<file path="config.mk">
export PLATFORM = sky130hd
export DESIGN_NAME = tzq_zone_bank
export DESIGN_NICKNAME = d
export VERILOG_FILES = /design/src/rtl/touch_zone_qualifier_macros.svh /design/src/rtl/tzq_pkg.sv /design/src/rtl/tzq_zone_bank.sv
export SDC_FILE = /design/constraint.sdc
export NUM_CORES = 1
export LEC_CHECK = 0
export BUFFER_PORTS_ARGS = -buffer_cell sky130_fd_sc_hd__buf_2
export CORE_ASPECT_RATIO = 1.25
export CORE_MARGIN = 5
export CORE_UTILIZATION = 58
export CTS_CLUSTER_DIAMETER = 100
export DETAILED_ROUTE_END_ITERATION = 10
export PLACE_DENSITY_LB_ADDON = 0.15
export SLEW_MARGIN = 15
export SYNTH_ARGS = -nofsm -noshare
export SYNTH_HDL_FRONTEND = slang
export SYNTH_SLANG_ARGS = --single-unit
</file>
<file path="constraint.sdc">
create_clock -name clk_i -period 2.1 [get_ports clk_i]
set_clock_uncertainty 0.05 [all_clocks]
set_input_delay 0.42 -clock clk_i [delete_from_list [all_inputs] [get_ports clk_i]]
set_output_delay 0.42 -clock clk_i [all_outputs]
set_load 0.01 [all_outputs]
</file>
<file path="src/rtl/touch_zone_qualifier_macros.svh">
// ----------------------------------------------------------------------------
// Touch zone qualifier assertion macros
// Concurrent assertion wrappers on clk_i; compiled out with ASSERT_OFF.
// ----------------------------------------------------------------------------
`ifndef TOUCH_ZONE_QUALIFIER_MACROS_SVH
`define TOUCH_ZONE_QUALIFIER_MACROS_SVH

`ifndef ASSERT_OFF
// checked outside reset only
`define TZQ_ASSERT(name, prop, msg) \
  name: assert property (@(posedge clk_i) disable iff (!rst_ni) prop) else $error(msg);
// checked at every edge, reset included
`define TZQ_ASSERT_ALWAYS(name, prop, msg) \
  name: assert property (@(posedge clk_i) prop) else $error(msg);
`else
`define TZQ_ASSERT(name, prop, msg)
`define TZQ_ASSERT_ALWAYS(name, prop, msg)
`endif

`endif

</file>
<file path="src/rtl/tzq_pkg.sv">
`timescale 1ns / 1ps
// ----------------------------------------------------------------------------
// Touch zone qualifier package
// Shared types, register codes and constants.
// ----------------------------------------------------------------------------
package tzq_pkg;

  localparam int unsigned ZONE_COUNT = 4;
  localparam int unsigned ZONE_W     = 2;
  localparam int unsigned CFG_IDX_W  = 2;
  localparam int unsigned CFG_DATA_W = 16;

  localparam logic [15:0] THRESHOLD_RESET  = 16'd42598;  // ~0.65 in Q0.16
  localparam logic [3:0]  DEBOUNCE_RESET   = 4'd2;
  localparam logic [15:0] LONG_PRESS_RESET = 16'd500;

  // repeat window: held mod 200 below 20
  localparam logic [7:0]  REPEAT_WINDOW_MS = 8'd20;
  // ceil(2^34 / 25): exact floor division of any 29-bit value by 25
  localparam logic [29:0] RECIP_25         = 30'd687194768;
  localparam int unsigned RECIP_SHIFT      = 34;

  typedef enum logic [0:0] {
    MODE_CAL    = 1'b0,
    MODE_SAMPLE = 1'b1
  } mode_e;

  typedef enum logic [0:0] {
    KIND_RELEASE = 1'b0,
    KIND_REPEAT  = 1'b1
  } kind_e;

  typedef enum logic [CFG_IDX_W-1:0] {
    CFG_THRESHOLD  = 2'd0,
    CFG_DEBOUNCE   = 2'd1,
    CFG_LONG_PRESS = 2'd2
  } cfg_idx_e;

  typedef struct packed {
    logic [15:0] threshold_factor;
    logic [3:0]  debounce_len;
    logic [15:0] hold_limit;
  } cfg_t;

  typedef struct packed {
    logic [15:0] baseline;
    logic        pressed;
    logic [3:0]  agree_count;
    logic [31:0] press_start;
  } zone_state_t;

  typedef struct packed {
    logic        emit;
    kind_e       kind;
    logic [31:0] held_ms;
  } event_t;

endpackage

</file>
<file path="src/rtl/tzq_zone_bank.sv">
`timescale 1ns / 1ps
// ----------------------------------------------------------------------------
// Touch zone qualifier zone bank
// Per-zone state registers: one read and one write port, same zone.
// ----------------------------------------------------------------------------
module tzq_zone_bank (
  input  logic                       clk_i,
  input  logic                       rst_ni,
  input  logic [tzq_pkg::ZONE_W-1:0] zone_i,
  input  logic                       zone_ok_i,
  input  logic                       wr_en_i,
  input  tzq_pkg::zone_state_t       wr_data_i,
  output tzq_pkg::zone_state_t       rd_data_o
);

  tzq_pkg::zone_state_t bank_q [tzq_pkg::ZONE_COUNT];

  assign rd_data_o = zone_ok_i ? bank_q[zone_i] : '0;

  always_ff @(posedge clk_i or negedge rst_ni) begin
    if (!rst_ni) begin
      for (int i = 0; i < int'(tzq_pkg::ZONE_COUNT); i++) begin
        bank_q[i] <= '0;
      end
    end else if (wr_en_i && zone_ok_i) begin
      bank_q[zone_i] <= wr_data_i;
    end
  end

endmodule

</file>
==> metrics.md, run 1 <==
| Metric | Value |
|---|---|
| Area growth from synthesis to layout | `17.5%` |
| CP Max Fanout | `30` |
| DR DRC count | `0` |
| CP Class | `in2out` |
| Leading area contributor after synthesis | `dfrtp_1` |
| Post-synth design cell area | `9770 um^2` |
| Sequential area share after synthesis | `0.543` |
| Die area | `19600 um^2` |
| Num rows | `53` |
| H-tree depth | `1` |
| Share of post-route cells with drive strength above 1 | `0.500` |
| CP max stage delay | `320 ps` |
| Vias | `5708` |
| Worst path arrival time | `1520 ps` |
| Final setup viols | `0` |
| DP Wirelength | `12800 um` |
| Final wirelength | `20400 um` |
| Clock sinks | `212` |
| CP delay by family, top | `buffers and inverters` |
| Final Util | `0.687` |
| Pleak | `0.00546 uW` |
| Multi-input gate area | `4070 um^2` |
| Max Cap Violations | `0` |
| Vias per cell | `5.76` |
| DP Worst Slack | `119 ps` |
| Final min period | `1990 ps` |
| Max_slew headroom | `0.710` |
| Core area | `16700 um^2` |
| Outcome | `complete, no violations` |
| First-pass GRT wire length | `33700 um` |
| I/O pin cnt | `112` |
| DRT iter0 DRCs | `255` |
| Achievable Freq | `502 MHz` |
| Post-synth top flop | `dfrtp_1` |
| Critical Path, Cell by Cell | `buf_6 -> buf_4 -> mux2i_1 -> o22ai_1 -> buf_2` |
| Most common cell in the synthesized netlist | `dfrtp_1` |
| Setup TNS | `0 ps` |
| Ys async rst share | `1.00` |
| Critical path launch point type | `input pin` |
| Starting Density | `0.585` |
| RSZ-0062 raised after global routing | `false` |
| Worst skew pair latency | `490 ps` |
| Drt pass-1 iters | `4` |
| Routed length per placed instance | `20.6 um` |
| Buf+Inv Stages, Crit Path | `3` |
| Initial antenna violation count | `2` |
| TritonCTS clock tree | `done` |
| Register bit count reported by yosys | `212` |
| GR Util All Layers | `0.211` |
| Synth warn | `0` |
| PortBufs | `111` |
| Biggest regs | `bank_q (212)` |
| Number of CTS-inserted buffers | `22` |
| Final Hold Vio Count | `0` |
| Top reg by flops | `bank_q` |
| Tightest Pin Transition | `435 ps` |
| Synth top area share | `0.543` |
| Syn Inst Count | `635` |
| Slowest cell on crit path | `buf_6` |
| Yosys cell types | `16` |
| HP Class | `in2reg` |
| EDFF count, synth | `0` |
| Synthesized Nets | `694` |
| Post-route ant nets | `0` |
| CP required | `1630 ps` |
| CP endpoint kind | `output pin` |
| Total power draw | `11900 uW` |
| Resize count post-CTS | `0` |
| Register cell area after layout | `5310 um^2` |
| Fin crit share | `0.949` |
| Postcts setup bufs | `0` |
| Total grt overflow | `0` |
| Die Span X | `126 um` |
| CTS clock-pin slew for the worst setup and hold paths | `60 ps` |
| Clock buffer depth | `3` |
| Syn avg cell area | `15.4 um^2` |
| Hold-fix buffers, CTS | `1` |
| Max reg flops | `212` |
| Maximum number of pins on one net before global-route repair | `47` |
| Fill count | `1201` |
| GP Congestion | `0.749` |
| PD cells | `1030 nW/um^2` |
| Dominant cells by area after synthesis | `dfrtp_1, mux2_2, mux2i_1, mux2_4, o22ai_1` |
| Vias in the first global route | `6383` |
| VDD IR-drop max | `674 uV` |
| Worst Slack Setup Final | `106 ps` |
| Die H | `155 um` |
| Root Buffer | `clkbuf_16` |
| Final Max Slew Viols | `0` |
| Synth top cells by count | `dfrtp_1, mux2_2, mux2i_1` |
| Layout Nets | `814` |
[through the flow]
stage / hold slack [ps] / cell area, um^2 / instances
after detailed placement: 349 / 10700 / 950
after floorplan: 74.4 / 9770 / 635
after global placement: 338 / 10700 / 950
after global routing: 132 / 11500 / 991
after CTS: 118 / 11500 / 990
final: 135 / 11500 / 991
[per-layer routing]
metal | vias to the layer above | track usage | wire length, um | part of all wire
met5 | - | 0 | 7 | 0.00034
met4 | 2 | 0.0598 | 450 | 0.022
met3 | 35 | 0.0319 | 820 | 0.040
met2 | 127 | 0.362 | 10300 | 0.50
met1 | 2954 | 0.282 | 8860 | 0.43
li1 | 2590 | - | - | -
[cell type report]
| cell class | instances | area share |
|---|---|---|
| antenna | 1 | 0.000218 |
| clock buffer | 35 | 0.0602 |
| clock inverter | 4 | 0.0105 |
| multi-input combinational | 377 | 0.354 |
| sequential | 212 | 0.462 |
| tap | 220 | 0.0240 |
| timing repair buffer | 142 | 0.0887 |
[path summary, 6_finish.rpt]
kind	startpoint	endpoint	slack [ps]	cells after the start
setup / recovery	zone_i[1]	rd_data_o[14]	110	5
hold / removal	wr_data_i[5]	bank_q[111]	140	2
setup reg to reg	bank_q[110]	bank_q[110]	1220	1
hold reg to reg	bank_q[4]	bank_q[4]	450	1
max in group asynchronous	rst_ni	bank_q[154]	900	3
min in group asynchronous	rst_ni	bank_q[164]	390	2
[power breakdown]
part / internal (uW) / leakage [uW] / switching (uW) / total [uW]
Combinational: 1290 / 0.00252 / 874 / 2160
Sequential: 4990 / 0.00254 / 467 / 5460
Clock: 2730 / 0.000396 / 1510 / 4250
[layout by cell type, fill, tap and decap left out, drive strengths merged]
cell type / synthesis / final
clkbuf: 10 / 36
bufinv: 0 / 4
nand2: 1 / 1
o22ai: 53 / 53
mux2: 212 / 212
nand4: 1 / 1
nand4b: 2 / 2
mux2i: 106 / 106
diode: 0 / 1
nand2b: 1 / 1
buf: 36 / 140
dfrtp: 212 / 212
and4bb: 1 / 1
dlygate4sd3: 0 / 1
[kinds of logic (layout without fill, tap and decap cells)]
kind of cell,after synthesis,count (layout),synth area share
muxes,318,318,0.372
buffers and inverters,46,181,0.0417
other,0,1,0
DFF,212,212,0.543
AOI/OAI and AO/OA,53,53,0.0339
and+or+nand+nor,6,6,0.00935
No activity file was read; power rests on OpenSTA's default activity.
==> run 2: changes to the inputs <==
- CTS_BUF_LIST: not set -> sky130_fd_sc_hd__clkbuf_8
- GPL_TIMING_DRIVEN: not set -> 0
==> run 2 against run 1 <==
Sequential power barely moved. Power shrank 7.4%. Non-clock buffer count rose by 16. Cell area down 0.47%. Highest routed layer unchanged.
==> metrics.md, run 2 (synthesis gave the netlist of run 1 again) <==
| Metric | Value |
|---|---|
| Outcome | `complete, no violations (unchanged)` |
| PortBufs | `109 (was 111)` |
| I/O pin cnt | `112 (unchanged)` |
| CTS clock-pin slew for the worst setup and hold paths | `60 ps (about the same)` |
| Die Span X | `126 um (unchanged)` |
| Clock buffer depth | `3 (unchanged)` |
| Critical path launch point type | `input pin (unchanged)` |
| Final setup viols | `0 (unchanged)` |
| HP Class | `in2reg (unchanged)` |
| PD cells | `962 nW/um^2 (was 1030 nW/um^2)` |
| VDD IR-drop max | `583 uV (was 674 uV)` |
| GR Util All Layers | `0.220 (was 0.211)` |
| Initial antenna violation count | `3 (was 2)` |
| Worst path arrival time | `1590 ps (was 1520 ps)` |
| RSZ-0062 raised after global routing | `false (unchanged)` |
| Final instance area | `11400 um^2 (was 11500 um^2)` |
| Pleak | `0.00549 uW (was 0.00546 uW)` |
| Placed Cells | `966 (was 950)` |
| Slowest cell on crit path | `mux2i_2 (was buf_6)` |
| Final wirelength | `21300 um (was 20400 um)` |
| Final min period | `2060 ps (was 1990 ps)` |
| R2r endpoint | `bank_q[35] (was bank_q[110])` |
| Num rows | `53 (unchanged)` |
| Share of post-route cells with drive strength above 1 | `0.517 (was 0.500)` |
| Max Cap Violations | `0 (unchanged)` |
| DRT iter0 DRCs | `269 (was 255)` |
| Commonest non-fill, non-tap cell in the layout | `dfrtp_1 (unchanged)` |
| Worst skew pair latency | `500 ps (was 490 ps)` |
| Starting Density | `0.585 (unchanged)` |
| Commonest non-fill, non-tap cells in the layout | `dfrtp_1, mux2_2, buf_2 (unchanged)` |
| DR DRC count | `0 (unchanged)` |
| Max reg flops | `212 (unchanged)` |
| DP Wirelength | `14300 um (was 12800 um)` |
| Fin crit share | `0.980 (was 0.949)` |
| Drt pass-1 iters | `4 (unchanged)` |
| Clock sinks | `212 (unchanged)` |
| Layout Nets | `843 (was 814)` |
| Total grt overflow | `0 (unchanged)` |
| Vias | `5844 (was 5708)` |
| Die area | `19600 um^2 (unchanged)` |
| Area growth from synthesis to layout | `16.9% (was 17.5%)` |
| Root Buffer | `clkbuf_8 (was clkbuf_16)` |
| CP Class | `in2out (unchanged)` |
| Die H | `155 um (unchanged)` |
| Routed length per placed instance | `20.8 um (was 20.6 um)` |
| H-tree depth | `2 (was 1)` |
| Top reg by flops | `bank_q (unchanged)` |
| Tightest Pin Transition | `677 ps (was 435 ps)` |
| Final Max Slew Viols | `0 (unchanged)` |
| Non-Filler Instances | `1025 (was 991)` |
| CP delay by family, top | `buffers and inverters (unchanged)` |
| Vias in the first global route | `6606 (was 6383)` |
| Achievable Freq | `486 MHz (was 502 MHz)` |
| CP endpoint kind | `output pin (unchanged)` |
| Post-route ant nets | `0 (unchanged)` |
| Core area | `16700 um^2 (unchanged)` |
| FF-to-FF setup slack | `1260 ps (was 1220 ps)` |
| Buf+Inv Stages, Crit Path | `5 (was 3)` |
| Postcts setup bufs | `0 (unchanged)` |
| DP Area | `10700 um^2 (about the same)` |
| Final Util | `0.684 (was 0.687)` |
| Setup TNS | `0 ps (unchanged)` |
| Maximum number of pins on one net before global-route repair | `92 (was 47)` |
| Critical Path, Cell by Cell | `buf_2 -> buf_8 -> buf_12 -> buf_8 -> mux2i_2 -> o22ai_2 -> buf_2 (was buf_6 -> buf_4 -> mux2i_1 -> o22ai_1 -> buf_2)` |
| Hold Startpoint | `wr_data_i[28] (was wr_data_i[5])` |
| Vias per cell | `5.70 (was 5.76)` |
| Reg2reg start | `bank_q[35] (was bank_q[110])` |
| TritonCTS clock tree | `done (unchanged)` |
| CP required | `1630 ps (about the same)` |
| CP max stage delay | `250 ps (was 320 ps)` |
| WHS Path Cells | `2 (unchanged)` |
| First-pass GRT wire length | `34500 um (was 33700 um)` |
| Biggest regs | `bank_q (212) (unchanged)` |
| Number of CTS-inserted buffers | `35 (was 22)` |
| Cell count of the worst reg-to-reg path | `1 (unchanged)` |
| Final Hold Vio Count | `0 (unchanged)` |
| CP Max Fanout | `10 (was 30)` |
| Hold Path Sink | `bank_q[187] (was bank_q[111])` |
| Max_slew headroom | `0.549 (was 0.710)` |
| GP Congestion | `0.793 (was 0.749)` |
-- run 2: layout make-up --
cell class | instances | area (um^2)
sequential | 212 | 5310
fill | 1171 | 5290
multi-input combinational | 377 | 4090
timing repair buffer | 112 | 621
clock buffer | 43 | 592
buffer | 46 | 493
tap | 220 | 275
clock inverter | 12 | 47.5
antenna | 3 | 7.51
-- run 2: stage by stage --
stage | worst slack, ps | total power, uW | hold slack (ps)
after floorplan | 322 | 6940 | 74.4
after global placement | -2660 | 7480 | 422
after detailed placement | -236 | 7690 | 425
after CTS | -0.318 | 11100 | 108
after global routing | 3.44 | 11500 | 116
final | 42.3 | 11000 | 137
-- run 2: worst max-delay path by stage --
stage               from       endpoint  cells after the start
5_1_grt        zone_i[1]   rd_data_o[2]                      6
4_1_cts        zone_i[0]  rd_data_o[27]                      6
3_5_place_dp   zone_ok_i  rd_data_o[31]                      5
3_3_place_gp      rst_ni    bank_q[144]                      1
2_1_floorplan  zone_i[0]  rd_data_o[10]                      5
6_report       zone_i[1]  rd_data_o[31]                      7
-- run 2: metal layers --
layer  GRT usage  wire, um  vias to the layer above
li1            -         -                     2655
met1       0.271      8740                     3021
met2       0.387     11200                      129
met3      0.0464       908                       37
met4      0.0726       472                        2
met5           0        12                        -
-- run 2: repair_timing --
action,CTS,global route
gates resized for setup,23,18
hold endpoints to repair,90,0
endpoints found under the setup margin,53,29
hold buffers,1,0
-- run 2: report_power, final --
part / internal [uW] / switching (uW) / leakage, uW
Sequential: 4990 / 477 / 0.00254
Combinational: 1300 / 881 / 0.00257
Clock: 1820 / 1520 / 0.000370
